[config.mk]
export PLATFORM = sky130hd
export DESIGN_NAME = calendar_date_add_days_core
export DESIGN_NICKNAME = d
export VERILOG_FILES = /design/src/hw/rtl/cdad_pkg.sv /design/src/hw/rtl/cdad_alu.sv /design/src/hw/rtl/cdad_mlen.sv /design/src/hw/rtl/calendar_date_add_days_core.sv
export SDC_FILE = /design/constraint.sdc
export NUM_CORES = 1
export LEC_CHECK = 0
export BUFFER_PORTS_ARGS = -buffer_cell sky130_fd_sc_hd__buf_2
export CAP_MARGIN = 20
export CELL_PAD_IN_SITES_DETAIL_PLACEMENT = 1
export CELL_PAD_IN_SITES_GLOBAL_PLACEMENT = 2
export CORE_MARGIN = 3
export CORE_UTILIZATION = 39
export CTS_CLUSTER_DIAMETER = 40
export CTS_CLUSTER_SIZE = 14
export DETAILED_ROUTE_END_ITERATION = 7
export GPL_TIMING_DRIVEN = 0
export PLACE_DENSITY_LB_ADDON = 0.1
export SLEW_MARGIN = 25
export SYNTH_ARGS = -nofsm -noshare
export SYNTH_HDL_FRONTEND = slang
export SYNTH_SLANG_ARGS = --single-unit
[constraint.sdc]
create_clock -name i_clk -period 10.4 [get_ports i_clk]
set_input_delay 0.52 -clock i_clk [delete_from_list [all_inputs] [get_ports i_clk]]
set_output_delay 0.52 -clock i_clk [all_outputs]
set_load 0.02 [all_outputs]
[src/hw/rtl/cdad_pkg.sv]
package cdad_pkg;

    // sequencer states
    typedef enum logic [1:0] {
        ST_IDLE,
        ST_MOD,
        ST_STEP
    } t_state;

    // width of the running day count: 31 + 65535 fits in 17 bits
    localparam int unsigned DAY_W   = 17;
    localparam int unsigned YEAR_W  = 16;
    localparam int unsigned MONTH_W = 4;
    localparam int unsigned LEN_W   = 5;
    localparam int unsigned R400_W  = 9;

    // leap cycle and the restoring reduction of the year by it
    localparam logic [DAY_W-1:0]  CYCLE_400  = DAY_W'(400);
    localparam int unsigned       MOD_STEPS  = 8;
    localparam int unsigned       SHIFT_W    = $clog2(MOD_STEPS);
    localparam logic [R400_W-1:0] R400_LAST  = R400_W'(399);
    localparam logic [R400_W-1:0] CENT_1     = R400_W'(100);
    localparam logic [R400_W-1:0] CENT_2     = R400_W'(200);
    localparam logic [R400_W-1:0] CENT_3     = R400_W'(300);

    localparam logic [MONTH_W-1:0] DECEMBER  = MONTH_W'(12);
    localparam logic [MONTH_W-1:0] JANUARY   = MONTH_W'(1);
    localparam logic [MONTH_W-1:0] FEBRUARY  = MONTH_W'(2);

    localparam logic [LEN_W-1:0] LEN_LONG  = LEN_W'(31);
    localparam logic [LEN_W-1:0] LEN_SHORT = LEN_W'(30);
    localparam logic [LEN_W-1:0] LEN_LEAP  = LEN_W'(29);
    localparam logic [LEN_W-1:0] LEN_FEB   = LEN_W'(28);
    localparam logic [LEN_W-1:0] LEN_NONE  = LEN_W'(0);

    // operand pair for the shared subtractor
    typedef struct packed {
        logic [DAY_W-1:0] a;
        logic [DAY_W-1:0] b;
    } t_alu_req;

    typedef struct packed {
        logic [DAY_W-1:0] diff;
        logic             borrow;
    } t_alu_rsp;

endpackage

[src/hw/rtl/cdad_alu.sv]
module cdad_alu (
    input  cdad_pkg::t_alu_req i_req,
    output cdad_pkg::t_alu_rsp o_rsp
);

    logic [cdad_pkg::DAY_W:0] w_full;

    // one extra bit carries the borrow
    assign w_full       = {1'b0, i_req.a} - {1'b0, i_req.b};
    assign o_rsp.diff   = w_full[cdad_pkg::DAY_W-1:0];
    assign o_rsp.borrow = w_full[cdad_pkg::DAY_W];

endmodule

[src/hw/rtl/cdad_mlen.sv]
module cdad_mlen (
    input  logic [cdad_pkg::MONTH_W-1:0] i_month,
    input  logic [cdad_pkg::R400_W-1:0]  i_r400,
    output logic [cdad_pkg::LEN_W-1:0]   o_len
);

    logic w_leap;

    // year mod 400 also carries year mod 4 in its low bits
    assign w_leap = (i_r400 == '0) ||
                    ((i_r400[1:0] == 2'b00) && (i_r400 != cdad_pkg::CENT_1) &&
                     (i_r400 != cdad_pkg::CENT_2) && (i_r400 != cdad_pkg::CENT_3));

    always_comb begin
        case (i_month) inside
            4'd1, 4'd3, 4'd5, 4'd7, 4'd8, 4'd10, 4'd12: begin
                o_len = cdad_pkg::LEN_LONG;
            end
            4'd4, 4'd6, 4'd9, 4'd11: begin
                o_len = cdad_pkg::LEN_SHORT;
            end
            cdad_pkg::FEBRUARY: begin
                o_len = w_leap ? cdad_pkg::LEN_LEAP : cdad_pkg::LEN_FEB;
            end
            default: begin
                o_len = cdad_pkg::LEN_NONE;
            end
        endcase
    end

endmodule

[src/hw/rtl/calendar_date_add_days_core.sv]
// channel  | direction | handshake         | payload
// ---------+-----------+-------------------+--------------------------------------------
// command  | in        | start, busy       | i_start_day, i_start_month, i_start_year,
//          |           |                   | i_days_to_add
// result   | out       | o_done (strobe)   | o_new_day, o_new_month, o_new_year,
//          |           |                   | o_year_overflow
//
// a word is taken at a clock edge with start high and busy low
// the year is first reduced mod 400 by restoring trial subtraction of 400<<k, then each month
// step runs through the single shared subtractor, followed by one final compare
// o_done is high for one cycle, result ports hold their value until the next word starts
// synchronous active-low reset returns the sequencer to idle and drops the strobe
// the receiver cannot stall: a result is taken in its strobe cycle, and a new word may
// be started in that same cycle
module calendar_date_add_days_core (
    input  logic        i_clk,
    input  logic        i_rst_n,
    input  logic        start,
    output logic        busy,
    input  logic [4:0]  i_start_day,
    input  logic [3:0]  i_start_month,
    input  logic [15:0] i_start_year,
    input  logic [15:0] i_days_to_add,
    output logic        o_done,
    output logic [4:0]  o_new_day,
    output logic [3:0]  o_new_month,
    output logic [15:0] o_new_year,
    output logic        o_year_overflow
);

    cdad_pkg::t_state r_state, n_state;

    // working date: day count, month, year
    logic [cdad_pkg::DAY_W-1:0]   r_day, n_day;
    logic [cdad_pkg::MONTH_W-1:0] r_month, n_month;
    logic [cdad_pkg::YEAR_W-1:0]  r_year, n_year;
    // year remainder: reduced by 400<<k during the prelude, then kept as year mod 400
    logic [cdad_pkg::YEAR_W-1:0]  r_rem, n_rem;
    logic [cdad_pkg::SHIFT_W-1:0] r_k, n_k;
    logic                         r_ovf, n_ovf;
    logic                         r_done, n_done;

    cdad_pkg::t_alu_req           w_req;
    cdad_pkg::t_alu_rsp           w_rsp;
    logic [cdad_pkg::LEN_W-1:0]   w_len;
    logic                         w_more;

    // the one subtractor shared by both phases
    cdad_alu u_alu (
        .i_req (w_req),
        .o_rsp (w_rsp)
    );

    // length of the current month from year mod 400
    cdad_mlen u_mlen (
        .i_month (r_month),
        .i_r400  (r_rem[cdad_pkg::R400_W-1:0]),
        .o_len   (w_len)
    );

    // operand select: prelude trial-subtracts 400<<k, stepping subtracts the month length
    always_comb begin
        if (r_state == cdad_pkg::ST_MOD) begin
            w_req.a = {1'b0, r_rem};
            w_req.b = cdad_pkg::CYCLE_400 << r_k;
        end else begin
            w_req.a = r_day;
            w_req.b = {{(cdad_pkg::DAY_W-cdad_pkg::LEN_W){1'b0}}, w_len};
        end
    end

    // day still beyond the month: no borrow and a nonzero difference
    assign w_more = !w_rsp.borrow && (w_rsp.diff != '0);

    always_ff @(posedge i_clk) begin
        if (!i_rst_n) begin
            r_state <= cdad_pkg::ST_IDLE;
            r_done  <= 1'b0;
        end else begin
            r_state <= n_state;
            r_done  <= n_done;
        end
    end

    always_ff @(posedge i_clk) begin
        r_day   <= n_day;
        r_month <= n_month;
        r_year  <= n_year;
        r_rem   <= n_rem;
        r_k     <= n_k;
        r_ovf   <= n_ovf;
    end

    always_comb begin
        n_state = r_state;
        n_done  = 1'b0;
        n_day   = r_day;
        n_month = r_month;
        n_year  = r_year;
        n_rem   = r_rem;
        n_k     = r_k;
        n_ovf   = r_ovf;
        case (r_state)
            cdad_pkg::ST_IDLE: begin
                if (start) begin
                    n_day   = cdad_pkg::DAY_W'(i_start_day) + cdad_pkg::DAY_W'(i_days_to_add);
                    n_month = i_start_month;
                    n_year  = i_start_year;
                    n_rem   = i_start_year;
                    n_k     = cdad_pkg::SHIFT_W'(cdad_pkg::MOD_STEPS - 1);
                    n_ovf   = 1'b0;
                    n_state = cdad_pkg::ST_MOD;
                end
            end
            cdad_pkg::ST_MOD: begin
                // restoring reduction, one shifted multiple of 400 a cycle
                if (!w_rsp.borrow) begin
                    n_rem = w_rsp.diff[cdad_pkg::YEAR_W-1:0];
                end
                n_k = r_k - 1'b1;
                if (r_k == '0) begin
                    n_state = cdad_pkg::ST_STEP;
                end
            end
            cdad_pkg::ST_STEP: begin
                if (w_more) begin
                    n_day = w_rsp.diff;
                    if (r_month >= cdad_pkg::DECEMBER) begin
                        // out-of-range months above twelve roll over like december
                        n_month = cdad_pkg::JANUARY;
                        n_year  = r_year + 1'b1;
                        if (r_year == '1) begin
                            // year wraps to 0, which is a leap year
                            n_ovf = 1'b1;
                            n_rem = '0;
                        end else if (r_rem[cdad_pkg::R400_W-1:0] == cdad_pkg::R400_LAST) begin
                            n_rem = '0;
                        end else begin
                            n_rem = r_rem + 1'b1;
                        end
                    end else begin
                        n_month = r_month + 1'b1;
                    end
                end else begin
                    n_done  = 1'b1;
                    n_state = cdad_pkg::ST_IDLE;
                end
            end
            default: begin
                n_state = cdad_pkg::ST_IDLE;
            end
        endcase
    end

    assign busy            = (r_state != cdad_pkg::ST_IDLE);
    assign o_done          = r_done;
    assign o_new_day       = r_day[4:0];
    assign o_new_month     = r_month;
    assign o_new_year      = r_year;
    assign o_year_overflow = r_ovf;

endmodule

* Yosys cells after proc, flatten, opt, wreduce, memory -nomap -nowiden *
Cells that the tools add are included.

word-level totals
  input bits = 44
  bits in latches = 0
  memories kept = 0
  RAM bits = 0
  output and inout bits = 28
  ROM bits = 0
  word-level logic and storage cells = 100
  register bits after elaboration = 60

cells by class
  bitwise gates (word level) = 0
  reductions and logical operators = 24
  equal/unequal tests = 26
  shifts and indexed selects = 1
  add/subtract/negate cells = 6
  $lt $le $gt $ge = 1
  multiplexer cells = 34
  $mul = 0
  div/mod/pow operators = 0

operators with widths
  kind                   count
  $mux 16                8
  $pmux 16 s3            1
  $mux 17                2
  $mux 34                1
  $pmux 17 s2            1
  $add 16x1->16 const B  2
  $pmux 16 s2            1
  $eq 4x4->1 const B     5
  $sub 17x17->18         1
  $add 5x16->17          1
  $reduce_bool 17->1     1
  $shl 9x3->17 const A   1
  $eq 16x16->1 const B   1
  $eq 4x3->1 const B     4
  $mux 5                 3
  $mux 4                 3
  $ne 2x2->1 const B     6
  $reduce_and 5->1       2
  $eq 9x9->1 const B     1
  $logic_not 9->1        1
  $ne 9x7->1 const B     1
  $ne 9x8->1 const B     1
  $ne 9x9->1 const B     1
  $eq 4x2->1 const B     2
  other kinds (26)       41

* Longest topological paths before layout *
  depth in word-level cells = 15
  gate-level depth with buffers = 17
  mapped depth without buffers = 17

* Cells and area by module *
A second synthesis with hierarchy kept.

second synthesis, totals
  cell total of the unflattened synthesis = 583
  area total of the unflattened synthesis = 5212.5 um^2

by module, submodules not included
  module                       sequential area each (um^2)  area each (um^2)  times used  cells an instance
  calendar_date_add_days_core  1771.7                       4237.8            1           445
  cdad_alu                     0.0                          848.3             1           118
  cdad_mlen                    0.0                          126.4             1           20

* Worst setup path after synthesis *
No wires, ideal clock.

  path kind = register -> register
  from = reg r_state[1]
  to = reg r_month, in the netlist o_new_month[0], enable pin
  period minus slack after synthesis = 4.644 ns
  library setup time = 0.399 ns
  slack = 5.756 ns
  data required time = 10.001 ns
  stages on the path, launching flop included = 18
  arrival time = 4.245 ns
  buffers on the path = 4
  cells stage by stage = dfxtp_1 inv_1 ha_1 buf_1 buf_1 clkbuf_1 nand2_1 ha_1 clkbuf_1 a21oi_1 o21ai_0 nor2_1 a221oi_2 nand4bb_1 nor4_2 a21oi_2 nor2_1 nor2_1

on the way
  word-level cells in the longest chain between the ends = 7
  elaborated cells between the ends (all ways) = 12
  classes of those cells = 1 x add/sub; 4 x eq/ne; 1 x mux; 6 x reduce/logical

RTL lines
  item                                                          RTL line                           text
  start: declaration                                            calendar_date_add_days_core.sv:31  cdad_pkg::t_state r_state, n_state;
  start signal: assignment                                      calendar_date_add_days_core.sv:77  r_state <= cdad_pkg::ST_IDLE;
  start signal: assignment                                      calendar_date_add_days_core.sv:80  r_state <= n_state;
  $eq 2x1->1                                                    calendar_date_add_days_core.sv:63  if (r_state == cdad_pkg::ST_MOD) begin
  $mux 34                                                       calendar_date_add_days_core.sv:63
  $sub 17x17->18                                                cdad_alu.sv:9                      assign w_full = {1'b0, i_req.a} - {1'b0, i_req.b};
  $reduce_bool 17->1 / $logic_not 1->1 (equally long branches)  n/a
  $logic_and 1x1->1                                             calendar_date_add_days_core.sv:73  assign w_more = !w_rsp.borrow && (w_rsp.diff != '0);
  $ne 2x2->1 (no line)                                          n/a
  $reduce_and 3->1 (no line) (*)                                n/a
  end signal: assignment                                        calendar_date_add_days_core.sv:87  r_month <= n_month;
  end: declaration                                              calendar_date_add_days_core.sv:35  logic [cdad_pkg::MONTH_W-1:0] r_month, n_month;

Mark *: on every way between the ends. The rest lies on a longest branch, timed or not.
A chain may end at the register's enable or synchronous reset.

* Worst setup path after layout *
  from = reg r_state[1]
  to = reg r_rem[2] (netlist bit), enable pin

on the way
  word-level cells in the longest chain between the ends = 7
  elaborated cells between the ends (all ways) = 14
  classes of those cells = 1 x add/sub; 6 x eq/ne; 1 x mux; 6 x reduce/logical

RTL lines
  item                                                          RTL line                                                               text
  $eq 2x1->1                                                    calendar_date_add_days_core.sv:63, calendar_date_add_days_core.sv:103
  $mux 34                                                       calendar_date_add_days_core.sv:63
  $sub 17x17->18                                                cdad_alu.sv:9
  $reduce_bool 17->1 / $logic_not 1->1 (equally long branches)  n/a
  $logic_and 1x1->1                                             calendar_date_add_days_core.sv:73
  $ne 2x2->1 (no line)                                          n/a
  $reduce_and 5->1 (no line) (*)                                n/a
  end signal: assignment                                        calendar_date_add_days_core.sv:89                                      r_rem <= n_rem;
  end: declaration                                              calendar_date_add_days_core.sv:38                                      logic [cdad_pkg::YEAR_W-1:0] r_rem, n_rem;

Marks and branches as above.

==> results.py <==
metrics = {
    "logic_synthesis": {
        "synth_area_mm2": 0.005298,
        "synth_edf_count": 57,
        "synthCells": 605,
        "async_flop_share_pct": 0,
        "synth_cell_types": 66,
        "syn_area_per_cell_um2": 8.756,
        "synth_nets": 688,
        "yosysWarnings": 0,
        "ys.flop_type": "edfxtp_1",
        "yosys_register_bits": 60,
        "ys_seq_area_share_pct": 33.44,
    },
    "sta": {
        "slew_headroom_pct": 39.50,
        "worstMarginPinSlew_ns": 0.8958,
        "setup_tns_ns": 0,
        "rsz0062_at_grt": "false",
        "post-route-period-util_pct": 60.47,
        "hold_viol": 0,
        "finalSetupViolations": 0,
        "max_freq_ghz": 0.1590,
        "worst_slack_ns": 4.111,
        "fin_skew_ns": 0.006625,
        "post-route-min-period_ns": 6.289,
        "slew_viol_final": 0,
    },
    "clock_tree": {
        "numCtsBuffers": 9,
        "worstSkewPairLatency_ns": 0.33,
        "cts_tree": "done",
        "cts_sinks": 60,
        "path_clk_slew_ns": 0.05,
        "hold_buffers": 0,
        "cts_resized": 0,
        "clockRootBuffer": "clkbuf_16",
        "ctsHtreeMaxLevel": 3,
        "clockBufferDepth": 2,
        "postCtsSetupBuffers": 0,
    },
    "worst_setup_path": {
        "worstPathRequired_ns": 10.43,
        "criticalPathCategory": "flop to flop",
        "critPathMaxFanout": 10,
        "slowest_delay_ns": 0.65,
        "cp_cell_sequence": "inv_1 -> ha_1 -> buf_1 -> buf_1 -> clkbuf_1 -> nand2_1 -> ha_1 -> clkbuf_1 -> a21oi_1 -> o21ai_0 -> nor2_1 -> a221oi_2 -> nand4bb_1 -> nor4_2 -> a21oi_2 -> nand3_2 -> a221oi_2 -> buf_4",
        "cp.arrival_ns": 6.32,
        "ff2ff_path_depth": 18,
        "regToRegStartpoint": "r_state[1]",
        "r2r_setup_slack_ns": 4.11,
        "crit_family": "buffers and inverters",
        "crit_slowest_cell": "buf_1",
        "cp_num_cells": 18,
        "critPathBufInv": 6,
        "crit_path_end": "r_rem[2]",
        "reg2reg_to": "r_rem[2]",
        "start_kind": "flop",
        "end_kind": "flop",
        "worstSetupStartpoint": "r_state[1]",
    },
    "route": {
        "dr.first_iter.drc_count": 343,
        "ant_nets": 0,
        "via_per_inst": 5.527,
        "vias": 4786,
        "dr.pass1.iters": 4,
        "routedWlPerCell_um": 19.57,
        "wirelength_um": 16950,
        "drc": 0,
    },
    "final_layout": {
        "final_area_mm2": 0.006215,
        "nFillCells": 1595,
        "drive_gt1_share_pct": 19.31,
        "layout.nets": 772,
        "insertedDiodeCount": 0,
        "synthToLayoutAreaGrowth_pct": 17.31,
    },
    "job": {
        "cap_violations": 0,
    },
    "min_path": {
        "hp-class": "primary input to flop",
    },
    "place": {
        "postPlaceCellArea_mm2": 0.005898,
        "pre_cts_slack_ns": 4.123,
        "hpwl_um": 13580,
        "place_congestion": 0.8688,
        "port_buffers": 71,
    },
    "floorplan": {
        "die_w_um": 122.6,
        "start_util_pct": 40.98,
        "core_area_mm2": 0.01293,
        "rows": 41,
        "die_area_mm2": 0.01502,
        "dieHeight_um": 122.6,
        "io-pin-count": 72,
    },
    "global_routing": {
        "grt_pass1_vias": 4973,
        "grt_usage_pct": 23.13,
        "grt_pass1_wl_um": 26540,
        "grt_max_degree": 22,
        "antenna_found_initial": 0,
        "overflow": 0,
    },
    "status": {
        "status": "finished, final reports clean",
    },
}
## cell type report
class                           count  area (um2)  share of cell area [%]
Buffer                             32       153.9                   2.476
Clock buffer                       10       229.0                   3.684
Clock inverter                      6       87.58                   1.409
Inverter                           27       101.3                   1.631
Multi-Input combinational cell    486        3282                   52.81
Sequential cell                    60        1772                   28.51
Tap cell                          172       215.2                   3.463
Timing Repair Buffer               73       374.1                   6.020
## metal layers
| metal | part of all wire, % | vias up | global-route usage [%] |
|---|---|---|---|
| li1 | - | 2346 | - |
| met1 | 46 | 2332 | 31.36 |
| met2 | 49 | 100 | 39.30 |
| met3 | 4.1 | 8 | 2.074 |
| met4 | 0.85 | 0 | 6.928 |
| met5 | 0 | - | 0 |
## synthesized netlist by cell type, drive strengths merged, types with 5 or more instances
master,n,area (um2)
mux2i,6,60.06
ha,37,462.9
or3,5,32.53
edfxtp,57,1712
and2,9,57.56
nand4,8,50.05
clkbuf,18,67.56
and3,10,63.81
nor2b,8,50.05
o211ai,5,37.54
a211oi,5,55.05
nor3,8,40.04
a31oi,5,31.28
a21o,5,37.54
mux2,18,202.7
buf,14,86.34
nand2b,9,56.30
o21ai,30,150.1
nand2,58,220.2
xor2,25,219.0
inv,27,101.4
a21oi,60,307.8
a22oi,15,112.6
xnor2,25,219.0
nand3,18,95.09
nor2,73,274.0
a221oi,5,56.31
## placed cells by master, fill, tap and decap left out, types with 15 or more instances in the layout
cell type and n:
nor2_1 72, buf_2 71, nand2_1 57, a21oi_1 57, edfxtp_1 57, ha_1 37
o21ai_0 30, inv_1 27, xor2_1 25, xnor2_1 25, clkbuf_1 19, mux2_2 18
nand3_1 17, a22oi_1 15
## worst min-delay path by stage
| stage | start | endpoint | cells past startpoint |
|---|---|---|---|
| after floorplan | r_state[1] | r_state[1] | 2 |
| after global routing | i_rst_n | o_done | 2 |
| after detailed placement | r_state[1] | r_state[1] | 2 |
| final | i_rst_n | o_done | 2 |
| after CTS | i_rst_n | o_done | 2 |
| after global placement | r_state[0] | r_state[0] | 2 |
## state kept, by name (all words and copies together) (netlist names)
register,cells
o_new_month,4
r_rem,16
o_done,1
o_new_year,16
r_day,17
r_k,3
o_year_overflow,1
r_state,2
## cell families after synthesis
group           Yosys count  synth area share, %
compound gates          150                18.68
xor+xnor                 50                8.266
fa+ha+maj                39                9.495
buf+inv                  59                4.818
flops                    60                33.44
mux                      24                4.960
simple gates            223                20.34
## per-stage QoR
step	hold slack, ns	util (%)	instances
6_report	0.4626	48.07	866
5_1_grt	0.4768	48.07	866
4_1_cts	0.4527	48.07	866
3_5_place_dp	0.4949	45.63	850
3_3_place_gp	0.4866	45.39	848
2_1_floorplan	0.4677	-	605
Power is not shown: default switching activity piles up to over one toggle a cycle in this logic, so the estimate is an artifact.
